--- src/hw/rtl/ud64_pkg.sv ---
// shared constants and types for the unsigned divider
`default_nettype none

package ud64_pkg;

    // operand and quotient width used by the datapath, 8..64
    localparam int DATA_WIDTH = 64;

    // fixed width of every field on the item ports
    localparam int FIELD_W = 64;

    localparam int CNT_W = $clog2(DATA_WIDTH);
    localparam logic [CNT_W-1:0] LAST_STEP = CNT_W'(DATA_WIDTH - 1);

    // controller state codes
    localparam logic [1:0] ST_IDLE = 2'd0;
    localparam logic [1:0] ST_RUN  = 2'd1;
    localparam logic [1:0] ST_HOLD = 2'd2;

    typedef struct packed {
        logic load;
        logic step;
    } row_ctrl_t;

endpackage

`default_nettype wire

--- src/hw/rtl/ud64_cell.sv ---
// one bit slice of the divider: remainder, dividend/quotient and divisor bits
`default_nettype none

module ud64_cell
    import ud64_pkg::*;
(
    input  wire logic      aclk,
    input  wire row_ctrl_t ctrl,
    input  wire logic      num_bit,
    input  wire logic      den_bit,
    input  wire logic      rem_in,
    input  wire logic      quo_in,
    input  wire logic      borrow_in,
    input  wire logic      take,
    output logic           rem_out,
    output logic           quo_out,
    output logic           borrow_out
);

    logic rem_reg;
    logic quo_reg;
    logic den_reg;
    logic diff;

    // trial subtract of the divisor bit from the shifted remainder bit
    assign diff       = rem_in ^ den_reg ^ borrow_in;
    assign borrow_out = (~rem_in & den_reg) | (~(rem_in ^ den_reg) & borrow_in);

    always_ff @(posedge aclk) begin
        if (ctrl.load) begin
            rem_reg <= 1'b0;
            quo_reg <= num_bit;
            den_reg <= den_bit;
        end else if (ctrl.step) begin
            rem_reg <= take ? diff : rem_in;
            quo_reg <= quo_in;
        end
    end

    assign rem_out = rem_reg;
    assign quo_out = quo_reg;

endmodule

`default_nettype wire

--- src/hw/rtl/ud64_cell_row.sv ---
// row of divider cells chained by shift and borrow
`default_nettype none

module ud64_cell_row
    import ud64_pkg::*;
(
    input  wire logic                  aclk,
    input  wire row_ctrl_t             ctrl,
    input  wire logic [DATA_WIDTH-1:0] num,
    input  wire logic [DATA_WIDTH-1:0] den,
    output logic      [DATA_WIDTH-1:0] quotient
);

    logic [DATA_WIDTH-1:0] rem;
    logic [DATA_WIDTH-1:0] quo;
    logic [DATA_WIDTH-1:0] borrow;
    logic [DATA_WIDTH-1:0] rem_in;
    logic [DATA_WIDTH-1:0] quo_in;
    logic [DATA_WIDTH-1:0] borrow_in;
    logic                  take;

    // the bit shifted out of the remainder means it is certainly >= divisor
    assign take = rem[DATA_WIDTH-1] | ~borrow[DATA_WIDTH-1];

    // dividend bits leave at the top and feed the remainder at the bottom
    assign rem_in    = {rem[DATA_WIDTH-2:0], quo[DATA_WIDTH-1]};
    assign quo_in    = {quo[DATA_WIDTH-2:0], take};
    assign borrow_in = {borrow[DATA_WIDTH-2:0], 1'b0};

    for (genvar i = 0; i < DATA_WIDTH; i++) begin : g_cell
        ud64_cell u_cell (
            .aclk       (aclk),
            .ctrl       (ctrl),
            .num_bit    (num[i]),
            .den_bit    (den[i]),
            .rem_in     (rem_in[i]),
            .quo_in     (quo_in[i]),
            .borrow_in  (borrow_in[i]),
            .take       (take),
            .rem_out    (rem[i]),
            .quo_out    (quo[i]),
            .borrow_out (borrow[i])
        );
    end

    assign quotient = quo;

endmodule

`default_nettype wire

--- src/hw/rtl/unsigned_divider_64.sv ---
// unsigned divider top level: stream ports, step controller and result register
// an accepted item steps the row in ST_RUN; ST_HOLD loads the output register
// and m_tvalid once it is free; one item at a time, one quotient bit per cycle
// from the row of cells whose borrow ripples through all DATA_WIDTH slices
// a finished item waits in the output register while the next one runs
// reset: synchronous active-low aresetn clears the controller and m_tvalid
`default_nettype none

module unsigned_divider_64
    import ud64_pkg::*;
(
    input  wire logic                 aclk,
    input  wire logic                 aresetn,
    input  wire logic                 s_tvalid,
    output logic                      s_tready,
    input  wire logic [2*FIELD_W-1:0] s_tdata,  // dividend, divisor
    output logic                      m_tvalid,
    input  wire logic                 m_tready,
    output logic      [FIELD_W-1:0]   m_tdata,  // quotient
    output logic                      m_tuser   // divide_by_zero
);

    logic [1:0]            state_reg, state_next;
    logic [CNT_W-1:0]      count_reg, count_next;
    logic                  dz_reg, dz_next;
    logic                  m_tvalid_reg, m_tvalid_next;
    logic [FIELD_W-1:0]    m_tdata_reg, m_tdata_next;
    logic                  m_tuser_reg, m_tuser_next;
    logic [DATA_WIDTH-1:0] num;
    logic [DATA_WIDTH-1:0] den;
    logic [DATA_WIDTH-1:0] quotient;
    logic                  out_free;
    row_ctrl_t             ctrl;

    assign num = s_tdata[DATA_WIDTH-1:0];
    assign den = s_tdata[FIELD_W +: DATA_WIDTH];

    // no item is taken while reset is held
    assign s_tready  = aresetn && (state_reg == ST_IDLE);
    assign ctrl.load = s_tvalid && s_tready;
    assign ctrl.step = (state_reg == ST_RUN);
    assign out_free  = !m_tvalid_reg || m_tready;

    ud64_cell_row u_row (
        .aclk     (aclk),
        .ctrl     (ctrl),
        .num      (num),
        .den      (den),
        .quotient (quotient)
    );

    always_comb begin
        state_next    = state_reg;
        count_next    = count_reg;
        dz_next       = dz_reg;
        m_tvalid_next = m_tvalid_reg;
        m_tdata_next  = m_tdata_reg;
        m_tuser_next  = m_tuser_reg;

        if (m_tvalid_reg && m_tready) begin
            m_tvalid_next = 1'b0;
        end

        case (state_reg)
            ST_IDLE: begin
                if (ctrl.load) begin
                    dz_next    = (den == '0);
                    count_next = '0;
                    state_next = ST_RUN;
                end
            end
            ST_RUN: begin
                count_next = count_reg + 1'b1;
                if (count_reg == LAST_STEP) begin
                    state_next = ST_HOLD;
                end
            end
            ST_HOLD: begin
                if (out_free) begin
                    m_tvalid_next = 1'b1;
                    m_tdata_next  = dz_reg ? '0 : FIELD_W'(quotient);
                    m_tuser_next  = dz_reg;
                    state_next    = ST_IDLE;
                end
            end
            default: begin
                state_next = ST_IDLE;
            end
        endcase
    end

    always_ff @(posedge aclk) begin
        if (!aresetn) begin
            state_reg    <= ST_IDLE;
            m_tvalid_reg <= 1'b0;
        end else begin
            state_reg    <= state_next;
            m_tvalid_reg <= m_tvalid_next;
        end
    end

    always_ff @(posedge aclk) begin
        count_reg   <= count_next;
        dz_reg      <= dz_next;
        m_tdata_reg <= m_tdata_next;
        m_tuser_reg <= m_tuser_next;
    end

    assign m_tvalid = m_tvalid_reg;
    assign m_tdata  = m_tdata_reg;
    assign m_tuser  = m_tuser_reg;

endmodule

`default_nettype wire

--- config.mk ---
export PLATFORM = sky130hd
export DESIGN_NAME = unsigned_divider_64
export DESIGN_NICKNAME = d
export VERILOG_FILES = /design/src/hw/rtl/ud64_pkg.sv /design/src/hw/rtl/ud64_cell.sv /design/src/hw/rtl/ud64_cell_row.sv /design/src/hw/rtl/unsigned_divider_64.sv
export SDC_FILE = /design/constraint.sdc
export NUM_CORES = 1
export LEC_CHECK = 0
export BUFFER_PORTS_ARGS = -buffer_cell sky130_fd_sc_hd__buf_2
export CORE_ASPECT_RATIO = 1.25
export CORE_MARGIN = 10
export CORE_UTILIZATION = 34
export DETAILED_ROUTE_END_ITERATION = 8
export GPL_ROUTABILITY_DRIVEN = 0
export PLACE_DENSITY = 0.52
export SYNTH_ARGS = -nofsm -noshare
export SYNTH_HDL_FRONTEND = slang
export SYNTH_HIERARCHICAL = 1
export SYNTH_SLANG_ARGS = --single-unit
--- constraint.sdc ---
create_clock -name aclk -period 48.6 [get_ports aclk]
set_input_delay 7.29 -clock aclk [delete_from_list [all_inputs] [get_ports aclk]]
set_output_delay 7.29 -clock aclk [all_outputs]
set_load 0.05 [all_outputs]
==> impl_metrics.yaml <==
clock_tree:
  clock_path_buffers: 3
  cts_setup_buffers: 0
  cts_made_buffers: 29
  cts_resized: 0
  cts-root-buf: "clkbuf_16"
  clk-insertion-delay-late_ns: 0.55
  clock_sinks: 267
  cts_tree: "built"
  htree_levels: 1
  path_clk_slew_ns: 0.06
  cts_hold_buf: 0
floorplan:
  die_x_um: 194
  core.rowCount: 79
  core_sq_um: 37300
  die_height_um: 237
  io_pins: 199
  start_util_pct: 34.5
  dieArea_sq_um: 46000
routing:
  postRouteAntennaNets: 0
  drcViolationCount: 0
  avgRoutedWirePerCell_um: 15.6
  vias_per_cell: 4.47
  first_pass_iters: 4
  vias: 7614
  routed_wl_mm: 26.5
  drtIter0Drc: 293
global_routing:
  grt.total_usage_pct: 11.4
  overflow: 0
  grt_max_degree: 128
  grt_pass1_vias: 8303
  antenna_found_initial: 0
  grt_pass1_wl_mm: 43.9
placed_design:
  dp_hpwl_mm: 18.1
  io_buffers: 198
  preCtsSetupSlack_ns: 24.84
  placed_cells: 1651
sta:
  hold_violations: 0
  finalWorstSetupSlack_ns: 25.06
  finalClockSkew_ns: 0.0134
  fin_crit_sh_pct: 48.4
  rsz0062_at_grt: "false"
  worst_slew_pin_slew_ns: 1.10
  final.setup.tns_ns: 0
  finalSetupViolations: 0
  max_freq_ghz: 0.0425
  max_slew_margin_pct: 26.9
  drv_slew: 0
  period_minus_slack_ns: 23.54
logic_synthesis:
  synthAdderAreaFrac_pct: 10.1
  synth_edf_count: 200
  ys_seq_area_share_pct: 57.2
  synth_warnings: 6
  ys_ff_latch: 267
  muxShareOfSynthArea_pct: 8.18
  syn_area_sq_um: 12800
  synth-simple-area-share_pct: 13.8
  syn-mean-instance-area_sq_um: 13.3
  synth_top_family_by_area: "simple AND/OR/NAND/NOR gates"
  synth_area_leaders: "edfxtp_1, dfxtp_1, fa_1, inv_1, a211oi_2"
  synth_cells: 966
  yosysTopAreaCell: "edfxtp_1"
  synth_nets: 1163
  synth_cell_types: 39
  synth_top_area_share_pct: 46.7
  synth-compound-area-share_pct: 5.62
  synth_ff_type: "edfxtp_1"
  async_flop_share_pct: 0
  synth_xor_xnor_area_share_pct: 0.204
setup_path:
  critPathArrivalTime_ns: 23.93
  end_kind: "register"
  crit_family: "adder cells"
  slowest_delay_ns: 0.69
  cp_max_fo: 57
  crit_path_start_kind: "register"
  cp_slowest_cell: "buf_4"
  cp.depth: 133
  rr_worst_depth: 133
  crit_top_cell: "inv_1"
  crit_type: "register to register"
  cp.required_ns: 48.99
  critical_path.n_buffers_inverters: 66
pwr:
  powerDensity_nw_per_um2: 44.1
  ir_drop_v: 0.0000253
  leakage_nw: 5.99
worst_hold_path:
  min_path_cells: 2
  worstHoldPathType: "register to register"
cells_and_area:
  nFillCells: 3491
  area_growth_pct: 19.9
  num_antenna_cells: 0
  seqCellArea_sq_um: 7350
  drive_gt1_share_pct: 29.7
  multi_input_area_sq_um: 4890
  final_common_cell: "edfxtp_1"
  instances_no_fill: 1703
  fin_nets: 1393
  final_cell_mix: "edfxtp_1, buf_2, inv_1"
outcome:
  status: "finished, final reports clean"
job:
  maxCapViolations: 0
[power by group]
group	internal [mW]	switching, mW	total, mW
combinational	0.0818	0.0922	0.174
clock	0.122	0.0878	0.210
sequential	0.276	0.0194	0.295
total	0.480	0.199	0.679
[tightest hold or removal path, delay by kind of cell, from the launching register on]
family | cells | cell delay (ns)
DFF | 1 | 0.32
AOI/OAI and AO/OA | 1 | 0.08
and+or+nand+nor | 1 | 0.07
[cell type report]
| type | instances | share of cell area, % |
|---|---|---|
| clock buffer | 35 | 4.99 |
| multi-input combinational | 532 | 31.8 |
| inverter | 160 | 3.93 |
| tap | 486 | 3.95 |
| clock inverter | 17 | 0.853 |
| timing repair buffer | 206 | 6.82 |
| sequential | 267 | 47.7 |
[per-stage QoR]
stage               utilization, %  total power [mW]  hold slack, ns  instance area, sq um
finish                        41.3             0.679           0.517                 15400
global placement              38.9             0.474           0.509                 14500
global route                  41.3             0.731           0.557                 15400
detailed placement            38.9             0.479           0.515                 14500
CTS                           41.3             0.695           0.519                 15400
floorplan                        -             0.447           0.421                 12800
[final timing paths]
kind | startpoint | to | slack (ns)
setup / recovery | u_row/g_cell[63].u_cell/quo_out$_DFFE_PP_ | u_row/g_cell[19].u_cell/rem_out$_SDFFE_PP0P_ | 25.06
hold / removal | u_row/g_cell[57].u_cell/rem_out$_SDFFE_PP0P_ | u_row/g_cell[58].u_cell/rem_out$_SDFFE_PP0P_ | 0.52
setup reg to reg | u_row/g_cell[63].u_cell/quo_out$_DFFE_PP_ | u_row/g_cell[19].u_cell/rem_out$_SDFFE_PP0P_ | 25.06
hold reg to reg | u_row/g_cell[57].u_cell/rem_out$_SDFFE_PP0P_ | u_row/g_cell[58].u_cell/rem_out$_SDFFE_PP0P_ | 0.52
[cells by family (layout without fill, tap and decap cells)]
kind of cell / Yosys count / count (layout)
other: 1 / 1
adder cells (fa/ha/maj): 65 / 65
XOR/XNOR: 3 / 3
AO/OA/AOI/OAI: 70 / 70
AND/OR/NAND/NOR: 296 / 296
buffers and inverters: 167 / 418
flip-flops: 267 / 267
multiplexers: 97 / 97
[routing by layer]
metal  vias up  part of all wire [%]  track usage (%)
li1       3788                     -                -
met1      3633                    46             14.5
met2       161                    47             19.3
met3        32                   5.1             2.53
met4         0                   1.8             2.97
met5         -                     0                0
[Yosys cell counts, types with 2 or more instances]
| library cell | count |
|---|---|
| mux2_1 | 29 |
| nor4_1 | 15 |
| fa_1 | 64 |
| inv_1 | 160 |
| nand2b_1 | 7 |
| o41ai_1 | 29 |
| or2_1 | 30 |
| xor2_1 | 2 |
| and2_1 | 32 |
| or3b_1 | 29 |
| a21oi_1 | 2 |
| nor2_1 | 68 |
| nor4_2 | 2 |
| nand4_1 | 4 |
| edfxtp_1 | 200 |
| clkbuf_1 | 6 |
| nand3_1 | 2 |
| a311oi_1 | 2 |
| mux2_2 | 35 |
| or2_2 | 35 |
| dfxtp_1 | 67 |
| nor2b_1 | 65 |
| mux2i_1 | 33 |
| a211oi_2 | 33 |
No activity file was read; power rests on OpenSTA's default activity.
